==> config.mk <==
export PLATFORM = sky130hd
export DESIGN_NAME = key_debounce_long_short_press_unit
export DESIGN_NICKNAME = d
export VERILOG_FILES = /design/src/design/kdlsp_pkg.sv /design/src/design/kdlsp_front.sv /design/src/design/kdlsp_queue.sv /design/src/design/kdlsp_back.sv /design/src/design/key_debounce_long_short_press_unit.sv
export SDC_FILE = /design/constraint.sdc
export NUM_CORES = 1
export LEC_CHECK = 0
export BUFFER_PORTS_ARGS = -buffer_cell sky130_fd_sc_hd__buf_2
export CORE_ASPECT_RATIO = 0.7
export CORE_MARGIN = 2
export CORE_UTILIZATION = 57
export DETAILED_ROUTE_END_ITERATION = 7
export MAX_ROUTING_LAYER = met4
export PLACE_DENSITY = 0.75
export SLEW_MARGIN = 20
export SYNTH_ARGS = -nofsm -noshare
export SYNTH_HDL_FRONTEND = slang
export SYNTH_SLANG_ARGS = --single-unit
==> constraint.sdc <==
create_clock -name clk -period 5.4 [get_ports clk]
set_input_delay 1.08 -clock clk [delete_from_list [all_inputs] [get_ports clk]]
set_output_delay 1.08 -clock clk [all_outputs]
set_load 0.1 [all_outputs]
==> src/design/kdlsp_pkg.sv <==
// Shared types and constants for the key debounce / long-press unit.
// No dependencies; used by every module of the block.
package kdlsp_pkg;

	localparam int NUM_KEYS    = 4;
	localparam int KEY_IDX_W   = $clog2(NUM_KEYS);
	localparam int DEB_W       = 8;
	localparam int LONG_W      = 16;
	localparam int CFG_IDX_W   = 8;
	localparam int CFG_DATA_W  = 16;
	localparam int QUEUE_DEPTH = 4;
	localparam int QPTR_W      = $clog2(QUEUE_DEPTH);
	localparam int QCNT_W      = $clog2(QUEUE_DEPTH + 1);

	// configuration register indexes
	localparam logic [CFG_IDX_W-1:0] REG_DEBOUNCE_MS      = CFG_IDX_W'(0);
	localparam logic [CFG_IDX_W-1:0] REG_LONG_MS          = CFG_IDX_W'(1);
	localparam logic [CFG_IDX_W-1:0] REG_LONG_ENABLE_MASK = CFG_IDX_W'(2);

	localparam logic [DEB_W-1:0]    DEBOUNCE_RST = DEB_W'(10);
	localparam logic [LONG_W-1:0]   LONG_RST     = LONG_W'(1000);
	localparam logic [NUM_KEYS-1:0] MASK_RST     = NUM_KEYS'(8);

	// click events produced by one tick: one bit per key
	typedef struct packed {
		logic [NUM_KEYS-1:0] mask;
		logic [NUM_KEYS-1:0] lng;
	} evt_t;

	// live configuration handed to the front end
	typedef struct packed {
		logic [DEB_W-1:0]    debounce_ms;
		logic [LONG_W-1:0]   long_ms;
		logic [NUM_KEYS-1:0] long_enable_mask;
	} cfg_t;

endpackage

==> src/design/kdlsp_front.sv <==
// Front end: per-key debounce timers, press/hold tracking, click classification.
// Depends on kdlsp_pkg. Produces one event vector per tick that clicks.
module kdlsp_front #(
	parameter int HOLD_WIDTH = 16
) (
	input  logic                          clk,
	input  logic                          arst_n,
	input  logic                          accept,
	input  logic [kdlsp_pkg::NUM_KEYS-1:0] key_levels,
	input  kdlsp_pkg::cfg_t               cfg,
	output logic                          push,
	output kdlsp_pkg::evt_t               evt
);

	localparam int NK = kdlsp_pkg::NUM_KEYS;
	localparam int DW = kdlsp_pkg::DEB_W;
	localparam int CW = (HOLD_WIDTH > kdlsp_pkg::LONG_W) ? HOLD_WIDTH : kdlsp_pkg::LONG_W;
	localparam logic [HOLD_WIDTH-1:0] HOLD_MAX = '1;

	logic [NK-1:0]         prev_q, pressed_q, run_q, rel_q;
	logic [DW-1:0]         dc_q [NK];
	logic [HOLD_WIDTH-1:0] hold_q [NK];

	logic [NK-1:0]         prev_d, pressed_d, run_d, rel_d;
	logic [DW-1:0]         dc_d [NK];
	logic [HOLD_WIDTH-1:0] hold_d [NK];
	logic [NK-1:0]         click, click_long;
	logic [DW-1:0]         arm_val;

	assign arm_val = (cfg.debounce_ms == '0) ? DW'(1) : cfg.debounce_ms;

	always_comb begin
		for (int k = 0; k < NK; k++) begin
			pressed_d[k]  = pressed_q[k];
			run_d[k]      = run_q[k];
			rel_d[k]      = rel_q[k];
			dc_d[k]       = dc_q[k];
			hold_d[k]     = hold_q[k];
			click[k]      = 1'b0;
			click_long[k] = 1'b0;

			if (pressed_q[k] && hold_q[k] != HOLD_MAX) begin
				hold_d[k] = hold_q[k] + HOLD_WIDTH'(1);
			end

			if (run_q[k]) begin
				if (dc_q[k] != '0) begin
					dc_d[k] = dc_q[k] - DW'(1);
				end
				if (dc_d[k] == '0) begin
					run_d[k] = 1'b0;
					if (!rel_q[k]) begin
						if (!key_levels[k]) begin
							pressed_d[k] = 1'b1;
							hold_d[k]    = '0;
						end
					end else if (key_levels[k]) begin
						pressed_d[k]  = 1'b0;
						click_long[k] = CW'(hold_d[k]) > CW'(cfg.long_ms);
						click[k]      = !click_long[k] || cfg.long_enable_mask[k];
					end
				end
			end

			// edge detect; ignored while a timer runs
			if (key_levels[k] != prev_q[k] && !run_d[k]) begin
				if (!key_levels[k]) begin
					run_d[k] = 1'b1;
					rel_d[k] = 1'b0;
					dc_d[k]  = arm_val;
				end else if (pressed_d[k]) begin
					run_d[k] = 1'b1;
					rel_d[k] = 1'b1;
					dc_d[k]  = arm_val;
				end
			end
			prev_d[k] = key_levels[k];
		end
	end

	always_ff @(posedge clk or negedge arst_n) begin
		if (!arst_n) begin
			prev_q    <= '1;
			pressed_q <= '0;
			run_q     <= '0;
			rel_q     <= '0;
			for (int k = 0; k < NK; k++) begin
				dc_q[k]   <= '0;
				hold_q[k] <= '0;
			end
		end else if (accept) begin
			prev_q    <= prev_d;
			pressed_q <= pressed_d;
			run_q     <= run_d;
			rel_q     <= rel_d;
			for (int k = 0; k < NK; k++) begin
				dc_q[k]   <= dc_d[k];
				hold_q[k] <= hold_d[k];
			end
		end
	end

	assign push     = accept && (click != '0);
	assign evt.mask = click;
	assign evt.lng  = click_long & click;

endmodule

==> src/design/kdlsp_queue.sv <==
// Short event queue between front end and output serializer.
// Depends on kdlsp_pkg (evt_t, QUEUE_DEPTH).
module kdlsp_queue (
	input  logic            clk,
	input  logic            arst_n,
	input  logic            push,
	input  kdlsp_pkg::evt_t push_evt,
	input  logic            pop,
	output logic            empty,
	output logic            full,
	output kdlsp_pkg::evt_t head
);

	localparam int D  = kdlsp_pkg::QUEUE_DEPTH;
	localparam int PW = kdlsp_pkg::QPTR_W;
	localparam int CW = kdlsp_pkg::QCNT_W;

	kdlsp_pkg::evt_t mem_q [D];
	logic [PW-1:0]   wr_q, rd_q;
	logic [CW-1:0]   cnt_q;

	assign empty = (cnt_q == '0);
	assign full  = (cnt_q == CW'(D));
	assign head  = mem_q[rd_q];

	always_ff @(posedge clk) begin
		if (push) begin
			mem_q[wr_q] <= push_evt;
		end
	end

	always_ff @(posedge clk or negedge arst_n) begin
		if (!arst_n) begin
			wr_q  <= '0;
			rd_q  <= '0;
			cnt_q <= '0;
		end else begin
			if (push) begin
				wr_q <= (wr_q == PW'(D - 1)) ? '0 : wr_q + PW'(1);
			end
			if (pop) begin
				rd_q <= (rd_q == PW'(D - 1)) ? '0 : rd_q + PW'(1);
			end
			if (push && !pop) begin
				cnt_q <= cnt_q + CW'(1);
			end else if (pop && !push) begin
				cnt_q <= cnt_q - CW'(1);
			end
		end
	end

endmodule

==> src/design/kdlsp_back.sv <==
// Back end: splits each tick's event vector into click beats, lowest key first.
// Depends on kdlsp_pkg. Drives the registered output channel.
module kdlsp_back (
	input  logic                              clk,
	input  logic                              arst_n,
	input  logic                              q_empty,
	input  kdlsp_pkg::evt_t                   q_head,
	output logic                              q_pop,
	output logic                              out_valid,
	input  logic                              out_stall,
	output logic [kdlsp_pkg::KEY_IDX_W-1:0]   key_index,
	output logic                              long_press,
	output logic                              last_event
);

	localparam int NK = kdlsp_pkg::NUM_KEYS;
	localparam int IW = kdlsp_pkg::KEY_IDX_W;

	logic [NK-1:0] cur_mask_q, cur_lng_q;
	logic          ovld_q;
	logic [IW-1:0] idx_q;
	logic          lng_q, last_q;

	logic          use_cur, load;
	logic [NK-1:0] src_mask, src_lng, pick, rest;
	logic [IW-1:0] sel;

	assign use_cur  = (cur_mask_q != '0);
	assign src_mask = use_cur ? cur_mask_q : (q_empty ? '0 : q_head.mask);
	assign src_lng  = use_cur ? cur_lng_q : q_head.lng;
	assign load     = (!ovld_q || !out_stall) && (src_mask != '0);
	assign q_pop    = load && !use_cur;

	// lowest set key
	always_comb begin
		sel = '0;
		for (int k = NK - 1; k >= 0; k--) begin
			if (src_mask[k]) begin
				sel = IW'(k);
			end
		end
	end

	always_comb begin
		pick = '0;
		pick[sel] = 1'b1;
	end

	assign rest = src_mask & ~pick;

	always_ff @(posedge clk or negedge arst_n) begin
		if (!arst_n) begin
			cur_mask_q <= '0;
			ovld_q     <= 1'b0;
		end else begin
			if (load) begin
				cur_mask_q <= rest;
				ovld_q     <= 1'b1;
			end else if (!out_stall) begin
				ovld_q <= 1'b0;
			end
		end
	end

	always_ff @(posedge clk) begin
		if (load) begin
			cur_lng_q <= src_lng;
			idx_q     <= sel;
			lng_q     <= src_lng[sel];
			last_q    <= (rest == '0);
		end
	end

	assign out_valid  = ovld_q;
	assign key_index  = idx_q;
	assign long_press = lng_q;
	assign last_event = last_q;

endmodule

==> src/design/key_debounce_long_short_press_unit.sv <==
// Top level of the key debounce / long-press unit: config registers, front end,
// event queue and output serializer. Depends on kdlsp_pkg and the kdlsp_* modules.
//
// Each input beat is one 1 ms tick carrying the raw active-low levels of four
// keys. The front end updates every key's debounce timer and hold counter in the
// cycle the tick is accepted, so ticks go in at one per clock while in_stall is
// low. A tick that ends one or more release debounces with a click pushes one
// event vector into a 4-entry queue; the back end turns it into one output beat
// per click, lowest key first, with last_event set on the final beat of that tick.
// Ticks that produce no click push nothing. A click is registered in the queue
// and then in the output register. Sustained throughput is one tick per cycle
// as long as the output is not stalled and ticks average no more than one click;
// a tick with n clicks takes n output beats, and in_stall rises only while the
// queue is full. Config writes (cfg_valid/cfg_ready, always ready) take effect
// on the next tick and are meant for idle periods only; index 0 debounce_ms
// (0 behaves as 1), 1 long_ms, 2 long_enable_mask, other indexes ignored.
module key_debounce_long_short_press_unit #(
	parameter int HOLD_WIDTH = 16
) (
	input  logic                               clk,
	input  logic                               arst_n,
	// tick input
	input  logic                               in_valid,
	output logic                               in_stall,
	input  logic [kdlsp_pkg::NUM_KEYS-1:0]     key_levels,
	// click output
	output logic                               out_valid,
	input  logic                               out_stall,
	output logic [kdlsp_pkg::KEY_IDX_W-1:0]    key_index,
	output logic                               long_press,
	output logic                               last_event,
	// config write
	input  logic                               cfg_valid,
	output logic                               cfg_ready,
	input  logic [kdlsp_pkg::CFG_IDX_W-1:0]    cfg_index,
	input  logic [kdlsp_pkg::CFG_DATA_W-1:0]   cfg_data
);

	kdlsp_pkg::cfg_t cfg_q;
	kdlsp_pkg::evt_t push_evt, q_head;
	logic            accept, push, q_pop, q_empty, q_full;

	// config registers
	assign cfg_ready = 1'b1;

	always_ff @(posedge clk or negedge arst_n) begin
		if (!arst_n) begin
			cfg_q.debounce_ms      <= kdlsp_pkg::DEBOUNCE_RST;
			cfg_q.long_ms          <= kdlsp_pkg::LONG_RST;
			cfg_q.long_enable_mask <= kdlsp_pkg::MASK_RST;
		end else if (cfg_valid && cfg_ready) begin
			case (cfg_index)
				kdlsp_pkg::REG_DEBOUNCE_MS: begin
					cfg_q.debounce_ms <= cfg_data[kdlsp_pkg::DEB_W-1:0];
				end
				kdlsp_pkg::REG_LONG_MS: begin
					cfg_q.long_ms <= cfg_data[kdlsp_pkg::LONG_W-1:0];
				end
				kdlsp_pkg::REG_LONG_ENABLE_MASK: begin
					cfg_q.long_enable_mask <= cfg_data[kdlsp_pkg::NUM_KEYS-1:0];
				end
				default: begin
				end
			endcase
		end
	end

	// a tick is taken whenever the queue has room for its events
	assign in_stall = q_full;
	assign accept   = in_valid && !in_stall;

	kdlsp_front #(
		.HOLD_WIDTH(HOLD_WIDTH)
	) u_front (
		.clk        (clk),
		.arst_n     (arst_n),
		.accept     (accept),
		.key_levels (key_levels),
		.cfg        (cfg_q),
		.push       (push),
		.evt        (push_evt)
	);

	kdlsp_queue u_queue (
		.clk      (clk),
		.arst_n   (arst_n),
		.push     (push),
		.push_evt (push_evt),
		.pop      (q_pop),
		.empty    (q_empty),
		.full     (q_full),
		.head     (q_head)
	);

	kdlsp_back u_back (
		.clk        (clk),
		.arst_n     (arst_n),
		.q_empty    (q_empty),
		.q_head     (q_head),
		.q_pop      (q_pop),
		.out_valid  (out_valid),
		.out_stall  (out_stall),
		.key_index  (key_index),
		.long_press (long_press),
		.last_event (last_event)
	);

endmodule

; Word-level counts from Yosys, hierarchy flattened
; Memory sizes are Yosys's and may differ from the RTL's.
; Cells that the tools add are included.
[totals]
regBits = 160
ramBits = 32
inputBits = 33
output_inout_bits = 7
elab_cells = 268
n_memories = 1
[op_classes]
n_addsub = 12
magnitude_cmp = 6
n_eq_ne = 18
n_mux = 144
n_bitwise = 3
n_reduce_logical = 57
[mem_list]
columns = memory, depth, word_bits, rd, rd_clocked_by_memory_dff, write_ports, line
row1 = u_queue.mem_q, 4, 8, 1, 0, 1, kdlsp_queue.sv:18  ; kdlsp_pkg::evt_t mem_q [D];
[ops]
columns = cell, count
row1 = 16-bit 2-to-1 mux, 20
row2 = 8-bit 2-to-1 mux, 25
row3 = 1-bit 2-to-1 mux, 86
row4 = 16-bit by 1-bit adder with 16-bit output (second input constant), 4
row5 = 16-bit greater-than comparator, 4
row6 = 16-bit != test (second input constant), 4
row7 = 8-bit zero test, 6
row8 = 8-bit nonzero test, 4
row9 = 8-bit by 1-bit subtractor with 8-bit output (second input constant), 4
row10 = 1-bit logical AND, 15
row11 = 1-bit zero test, 14
row12 = 2-bit 2-to-1 mux, 6
row13 = 4-bit 2-to-1 mux, 3
row14 = 3-bit AND reduction, 4
row15 = 4-bit nonzero test, 3
row16 = 2-bit by 1-bit != test with 1-bit output (second input constant), 5
row17 = 4-bit bitwise AND, 2
row18 = 8-bit by 1-bit equality test with 1-bit output (second input constant), 1
row19 = 8-bit by 2-bit equality test with 1-bit output (second input constant), 1
row20 = 3-bit 2-to-1 mux, 2
row21 = 2-bit AND reduction, 3
row22 = 1-bit logical OR, 5
row23 = 2-bit by 1-bit adder with 2-bit output (second input constant), 2
row24 = 2-bit equality test (second input constant), 2
row25 = 12 further kinds, 15

; Logic depth before layout (Yosys ltp)
; Gate-level depths: netlist (run 1).
[logic_depth]
word_depth = 16
mapped_depth = 23
mapped_depth_nobuf = 22

; Hierarchy
; From an unflattened synthesis (run 1), not the netlist that was laid out.
[hier_totals]
hier_cells = 1306
hier_area_um2 = 12759.7
[modules_own_cells]
columns = mod, n_inst, cells_each, area_each_um2
row1 = kdlsp_front, 1, 1103, 9339.0
row2 = kdlsp_queue, 1, 79, 1569.0
row3 = key_debounce_long_short_press_unit, 1, 68, 1173.6
row4 = kdlsp_back, 1, 56, 678.2

; Worst setup path before layout (run 1)
; OpenSTA, ideal clock, no wires.
[synth_timing]
kind = reg2reg
startpoint = reg u_front.hold_q[26] in the netlist's numbering
endpoint = reg u_queue.cnt_q[2]
t_arrival_ns = 5.152
required_ns = 5.321
setup_slack_ns = 0.169
stages_incl_launch_ff = 24
path_buffers = 2
period_less_slack_ns = 5.231
cell_sequence = dfrtp_1 clkbuf_1 and3_1 nand3_1 o41ai_1 or3_1 clkbuf_1 nor2_1 nand3_1 xnor2_1 ha_1 a21oi_1 nand2_1 a221o_1 o31a_1 a211oi_1 nor3_2 a21oi_4 ha_1 inv_1 fa_1 xor2_1 nor2_1 xor2_1
[synth_lines]
columns = item, line
row1 = from (decl), kdlsp_front.sv:22  ; logic [HOLD_WIDTH-1:0] hold_q [NK];
row2 = "from (signal, indexed assignment)", kdlsp_front.sv:98  ; hold_q[k] <= hold_d[k];
row3 = to (signal assigned), kdlsp_queue.sv:45  ; cnt_q <= cnt_q + CW'(1);
row4 = to (signal assigned), kdlsp_queue.sv:47  ; cnt_q <= cnt_q - CW'(1);
row5 = to (decl), kdlsp_queue.sv:20  ; logic [CW-1:0] cnt_q;

==> results of run 1 <==
registers in the layout (all words and copies together), names as in the netlist:
signal	count
cfg_q	28
u_back.cur_lng_q	4
u_back.cur_mask_q	4
u_back.key_index	2
u_back.last_event	1
u_back.long_press	1
u_back.out_valid	1
u_front.dc_q	32
u_front.hold_q	64
u_front.pressed_q	4
u_front.prev_q	4
u_front.rel_q	4
u_front.run_q	4
u_queue.cnt_q	3
u_queue.mem_q	32
u_queue.rd_q	2
u_queue.wr_q	2
metal layers:
metal	global-route usage [%]	vias up
met5	-	-
met4	7.03	0
met3	5.40	42
met2	38.2	406
met1	42.9	4797
li1	-	4682
layout make-up:
| type | count | area, um^2 |
|---|---|---|
| Fill cell | 1686 | 7540 |
| Multi-Input combinational cell | 951 | 6780 |
| Sequential cell | 192 | 5020 |
| Clock buffer | 22 | 468 |
| Timing Repair Buffer | 66 | 419 |
| Tap cell | 276 | 345 |
| Inverter | 54 | 203 |
| Clock inverter | 10 | 92.6 |
report_power, final:
group | switching, mW | leakage, nW | total (mW) | internal [mW]
Sequential | 0.362 | 2.18 | 2.12 | 1.76
Combinational | 1.26 | 3.24 | 2.11 | 0.841
Clock | 0.596 | 0.278 | 1.23 | 0.637
Total | 2.22 | 5.70 | 5.46 | 3.24
critical path, stage by stage, from the launching register on:
cell and delay, ns:
dfrtp_1 0.44, and4_1 0.24, nand4_1 0.16, o31a_1 0.29, nand4_1 0.26, nor2_2 0.25, nand2_1 0.12, xnor2_1 0.29
ha_1 0.31, a21oi_1 0.11, o21ai_0 0.10, a221o_1 0.32, o31a_1 0.30, a211oi_2 0.33, nor3_2 0.11, a21oi_4 0.25
ha_1 0.22, inv_1 0.06, fa_1 0.37, xor2_1 0.17, nor2_1 0.11, xor2_1 0.15
placed cells by master, fill, tap and decap left out, drive strengths merged, types with 22 or more instances in the layout:
cell type,n
o21ai,78
mux2,43
dfrtp,139
inv,62
nor2,77
xor2,26
nand3,32
nand4,29
nor3,30
ha,82
clkbuf,22
a22o,27
o31ai,23
xnor2,43
nand2,132
edfxtp,40
buf,66
a21oi,72
worst max-delay path by stage:
| stage | start | endpoint | slack (ns) | depth (start not counted) |
|---|---|---|---|---|
| 2_1_floorplan | u_front.hold_q[26] | u_queue.cnt_q[2] | 0.17 | 23 |
| 3_3_place_gp | u_front.hold_q[7] | u_queue.cnt_q[2] | 0.26 | 20 |
| 3_5_place_dp | u_front.hold_q[7] | u_queue.cnt_q[2] | 0.17 | 20 |
| 4_1_cts | u_front.hold_q[7] | u_queue.cnt_q[2] | 0.14 | 20 |
| 5_1_grt | u_front.hold_q[39] | u_queue.cnt_q[2] | -0.03 | 21 |
| 6_report | u_front.hold_q[39] | u_queue.cnt_q[2] | 0.33 | 21 |
cells by family (layout without fill, tap and decap cells):
family	Yosys count	in the layout	share of synthesized area, %
compound gates	316	316	17.8
xor+xnor	69	69	4.95
fa+ha+maj	83	83	8.57
buf+inv	101	152	3.47
flops	192	192	41.2
mux	56	56	5.92
other cells	1	1	0.0307
simple gates	426	426	18.1
through the flow:
| step | area [um^2] | instances | power (mW) | TNS (ns) | hold WS [ns] |
|---|---|---|---|---|---|
| floorplan | 12200 | 1244 | 3.68 | 0 | 0.444 |
| global placement | 12700 | 1529 | 4.14 | 0 | 0.454 |
| detailed placement | 12700 | 1529 | 4.20 | 0 | 0.466 |
| CTS | 13200 | 1561 | 5.44 | 0 | 0.476 |
| global route | 13300 | 1571 | 5.83 | -0.0342 | 0.500 |
| finish | 13300 | 1571 | 5.46 | 0 | 0.472 |
what timing repair did:
item / in CTS / in global routing
endpoints found under the setup margin: 0 / 2
resized for setup: 0 / 4
hold endpoints to repair: 0 / 0
setup buffers: 0 / 10
hold buffers: 0 / 0
==> results_dict.tcl, run 1 <==
set metrics [dict create \
    diodes 0 \
    setup_viol_count_final 0 \
    wl_met2_um 12900 \
    min_period_ns 5.07 \
    met1Wirelength_um 14100 \
    vdd_drop_max_uv 260 \
    fmax_mhz 197 \
    grt_usage_pct 28.1 \
    startpoint_type "flop" \
    synth_most_common_cell "dfrtp_1" \
    cts.reportedPaths.clkPinSlew_ns 0.07 \
    path_max_fanout 7 \
    yosysWarnings 0 \
    p_leak_nw 5.70 \
    synth_area_mm2 0.0122 \
    synthToLayoutAreaGrowth_pct 9.23 \
    hold_start "u_front.prev_q[0]" \
    cts_buffer_depth 2 \
    async_flop_share_pct 79.2 \
    wl_per_cell_um 19.1 \
    synth-seq-cells 192 \
    crit_arrival_ns 5.44 \
    dp_slack_ns 0.167 \
    synth_common_cells "139 x dfrtp_1, 131 x nand2_1, 82 x ha_1" \
    yosys.area.top_type "dfrtp_1" \
    yosys.area.top_type_share_pct 28.5 \
    vias 9927 \
    dr_wl_met3_um 2610 \
    clock_tree.root_cell "clkbuf_16" \
    die_h_um 126 \
    detail-route-antenna-nets 0 \
    path_class "flop to flop" \
    start_util_pct 58.5 \
    max_cap_viol_count 0 \
    slew_headroom_pct 38.9 \
    vias_per_cell 6.32 \
    post-dp-hpwl_um 21500 \
    tightest_slew_ns 0.917 \
    topRoutingLayerUsed "met4" \
    coreArea_mm2 0.0209 \
    cts_num_sinks 192 \
    hold_path_class "flop to flop" \
    insertion_delay_ns 0.45 \
    hold_depth 2 \
    critPathCaptureType "flop" \
    first_global_vias 8987 \
    num_io_pins 40 \
    fin_crit_sh_pct 93.8 \
    syn_inst 1244 \
    synthTopCellsByArea "dfrtp_1 29%, edfxtp_1 9.8%, ha_1 8.4%, nand2_1 4.0%, mux2_2 3.8%" \
    fin_util_pct 63.9 \
    grt_overflow 0 \
    layout.nets 1398 \
    r2r_start "u_front.hold_q[39]" \
    setup_ws_ns 0.332 \
    final_layout_size_suffix_gt1_share_pct 15.7 \
    status "finished clean" \
    hold_viol 0 \
    placementRows 44 \
    required_ns 5.77 \
    antenna_found_initial 1 \
    holdPathEnd "u_front.prev_q[0]" \
    drt_first_pass_iters 6 \
    port-buffer-count 38 \
    drc_errors 0 \
    htreeDepth 4 \
    die_area_mm2 0.0226 \
    slew_violations 0 \
    r2r_end "u_queue.cnt_q[2]" \
    yosysSeqAreaShare_pct 41.2 \
    ys_types 103 \
    synth_ff_type "dfrtp_1" \
    cts_buffers 17 \
    drt-initial-drc-count 966 \
    die_x_um 179 \
    synth_edf_count 40 \
    synth.avg_cell_area_um2 9.81 \
    syn_nets 1360 \
    cts_tree "done" \
    grt_first_pass_wirelength_um 48000 \
    rrSetupSlack_ns 0.33 \
    skew_ns 0.0167 \
    grt_max_degree 84 \
    gp_congestion 0.940 \
    reg2reg_depth 21 \
    pwr_density_cell_mw_per_mm2 410 \
    totalWireLength_um 30000 \
]
Note: power is estimated with default switching activity, not from simulation.
==> run 2: changes to the inputs <==
CORE_UTILIZATION = 41   (was 57)
PLACE_DENSITY = 0.57   (was 0.75)
clock period = 4.4 ns   (was 5.4 ns; I/O delays follow)
==> results_dict.tcl, run 2 (same netlist as run 1, synthesis figures left out) <==
set metrics [dict create \
    status "finished with violations" \
    failed_checks "setup timing" \
    required_ns 4.78 \
    path_max_fanout 4 \
    num_io_pins 40 \
    top_register "u_front.hold_q" \
    htreeDepth 4 \
    cts_tree "done" \
    critPathSlowestCell "o41ai_4" \
    comb_power_share_pct 42.1 \
    rsz0062_at_grt "yes" \
    fin_crit_sh_pct 101 \
    placedCellCount 1733 \
    cts_buffers 17 \
    synthToLayoutAreaGrowth_pct 20.2 \
    path_class "flop to flop" \
    stdcell_count 1787 \
    min_period_ns 4.46 \
    cp_cell_sequence "and4_4 > nand3_4 > o41ai_4 > or3_4 > nor2_4 > buf_4 > buf_4 > xor2_1 > ha_1 > nand4_1 > buf_4 > nor4_4 > a21boi_2 > o31a_1 > a211oi_2 > nor3_2 > a21oi_4 > ha_4 > inv_2 > fa_2 > xor2_1 > nor2_1 > xor2_1" \
    die_area_mm2 0.0312 \
    startpoint_type "flop" \
    p_leak_nw 6.40 \
    max_cap_viol_count 0 \
    vias_per_cell 5.68 \
    coreArea_mm2 0.0291 \
    seqPwrFrac_pct 35.3 \
    layout.nets 1512 \
    pwr_density_cell_mw_per_mm2 490 \
    final_cell_mix "139 x dfrtp_1, 138 x buf_4, 130 x nand2_1" \
    setup_viol_count_final 2 \
    grt_first_pass_wirelength_um 53200 \
    cts_num_sinks 192 \
    cp_top_family "compound AO/OA/AOI/OAI gates" \
    tightest_slew_ns 1.02 \
    first_global_vias 9408 \
    post-dp-hpwl_um 24000 \
    port-buffer-count 38 \
    totalWireLength_um 33000 \
    start_util_pct 41.9 \
    drt_first_pass_iters 5 \
    gp_congestion 0.902 \
    wl_per_cell_um 18.5 \
    cts_buffer_depth 2 \
    largest_reg_flops 64 \
    slew_headroom_pct 31.7 \
    diodes 0 \
    vias 10154 \
    critPathCaptureType "flop" \
    p_clk_share_pct 22.5 \
    ctsHoldBuffers 0 \
    hold_viol 0 \
    vdd_drop_max_uv 326 \
    drc_errors 0 \
    detail-route-antenna-nets 0 \
    switching_power_mw 2.98 \
    grt_usage_pct 22.7 \
    grt_overflow 0 \
    final_layout_size_suffix_gt1_share_pct 25.8 \
    num-fill-cells 2679 \
    sw_frac_of_total_pct 41.4 \
    crit_arrival_ns 4.84 \
    grt_max_degree 70 \
    clock_tree.root_cell "clkbuf_16" \
    setup_ws_ns -0.0560 \
    fmax_mhz 224 \
    hold_path_class "input port to asynchronous set/reset pin" \
    worst-path-buf-inv 4 \
    whs_ns 0.432 \
    cts.reportedPaths.clkPinSlew_ns 0.09 \
    skew_ns 0.0117 \
    p_int_mw 4.20 \
    die_h_um 148 \
    die_x_um 210 \
    insertion_delay_ns 0.46 \
    slew_violations 0 \
    final_common_cell "dfrtp_1" \
    max_stage_delay_ns 0.44 \
    drt-initial-drc-count 856 \
    placementRows 52 \
    top_regs "u_front.hold_q (64), u_front.dc_q (32), u_queue.mem_q (32)" \
    antenna_found_initial 0 \
]
==> run 2: metrics by stage <==
step,instance area [um^2],setup TNS [ns],util [%],power (mW),worst slack [ns]
floorplan,12300,-0.138,-,4.54,-0.0769
global placement,13700,-0.251,47.0,5.40,-0.145
detailed placement,13700,-1.77,47.0,5.44,-0.268
CTS,14400,-0.189,49.6,7.14,-0.121
global route,14700,-0.551,50.4,7.68,-0.278
finish,14700,-0.108,50.4,7.18,-0.0560
==> run 2: layout make-up <==
type	count	area (um^2)	share of cell area (%)
multi-input cells	951	7060	48.1
flip-flops and latches	192	5020	34.2
repair buffers	180	1290	8.77
well taps	378	473	3.23
clock buffers	17	425	2.90
inverters	54	203	1.38
clock inverters	15	198	1.35
==> run 2: timing repair <==
item | CTS | global route
gates cloned | 0 | 0
setup buffers | 11 | 11
setup endpoints to repair | 34 | 34
pin swaps | 30 | 33
resized for setup | 14 | 31
==> run 2: final timing paths <==
path | from | to | slack [ns] | depth (start not counted)
worst max-delay path | u_front.hold_q[21] | u_queue.cnt_q[2] | -0.06 | 23
worst min-delay path | arst_n | u_front.hold_q[29] | 0.43 | 1
worst max register to register | u_front.hold_q[21] | u_queue.cnt_q[2] | -0.06 | 23
worst min register to register | u_front.prev_q[0] | u_front.prev_q[0] | 0.47 | 2
max in group asynchronous | arst_n | cfg_q[13] | 3.03 | 2
min in group clk | u_front.prev_q[0] | u_front.prev_q[0] | 0.47 | 2
==> run 2: worst reg2reg max path, cell delays in order, from the launching register on <==
cell,delay [ns]
dfrtp_1,0.39
and4_4,0.25
nand3_4,0.09
o41ai_4,0.44
or3_4,0.23
nor2_4,0.05
buf_4,0.13
buf_4,0.13
xor2_1,0.14
ha_1,0.28
nand4_1,0.10
buf_4,0.13
nor4_4,0.03
a21boi_2,0.14
o31a_1,0.34
a211oi_2,0.29
nor3_2,0.10
a21oi_4,0.16
ha_4,0.16
inv_2,0.03
fa_2,0.32
xor2_1,0.17
nor2_1,0.13
xor2_1,0.15
==> run 2: power by group through the flow <==
stage / sequential [mW] / combinational [mW] / clock [mW]
6_report: 2.54 / 3.03 / 1.62
5_1_grt: 2.59 / 3.35 / 1.74
4_1_cts: 2.53 / 2.94 / 1.67
3_5_place_dp: 2.56 / 2.88 / 0
3_3_place_gp: 2.56 / 2.84 / 0
2_1_floorplan: 2.61 / 1.94 / 0
==> run 2: layer usage <==
metal  up-vias  part of all wire [%]  GRT usage, %
met2       281                    41          30.3
met5         -                     0             -
met1      4919                    52          34.8
met3        35                   4.8          3.40
met4         0                   1.7          6.95
li1       4919                     -             -
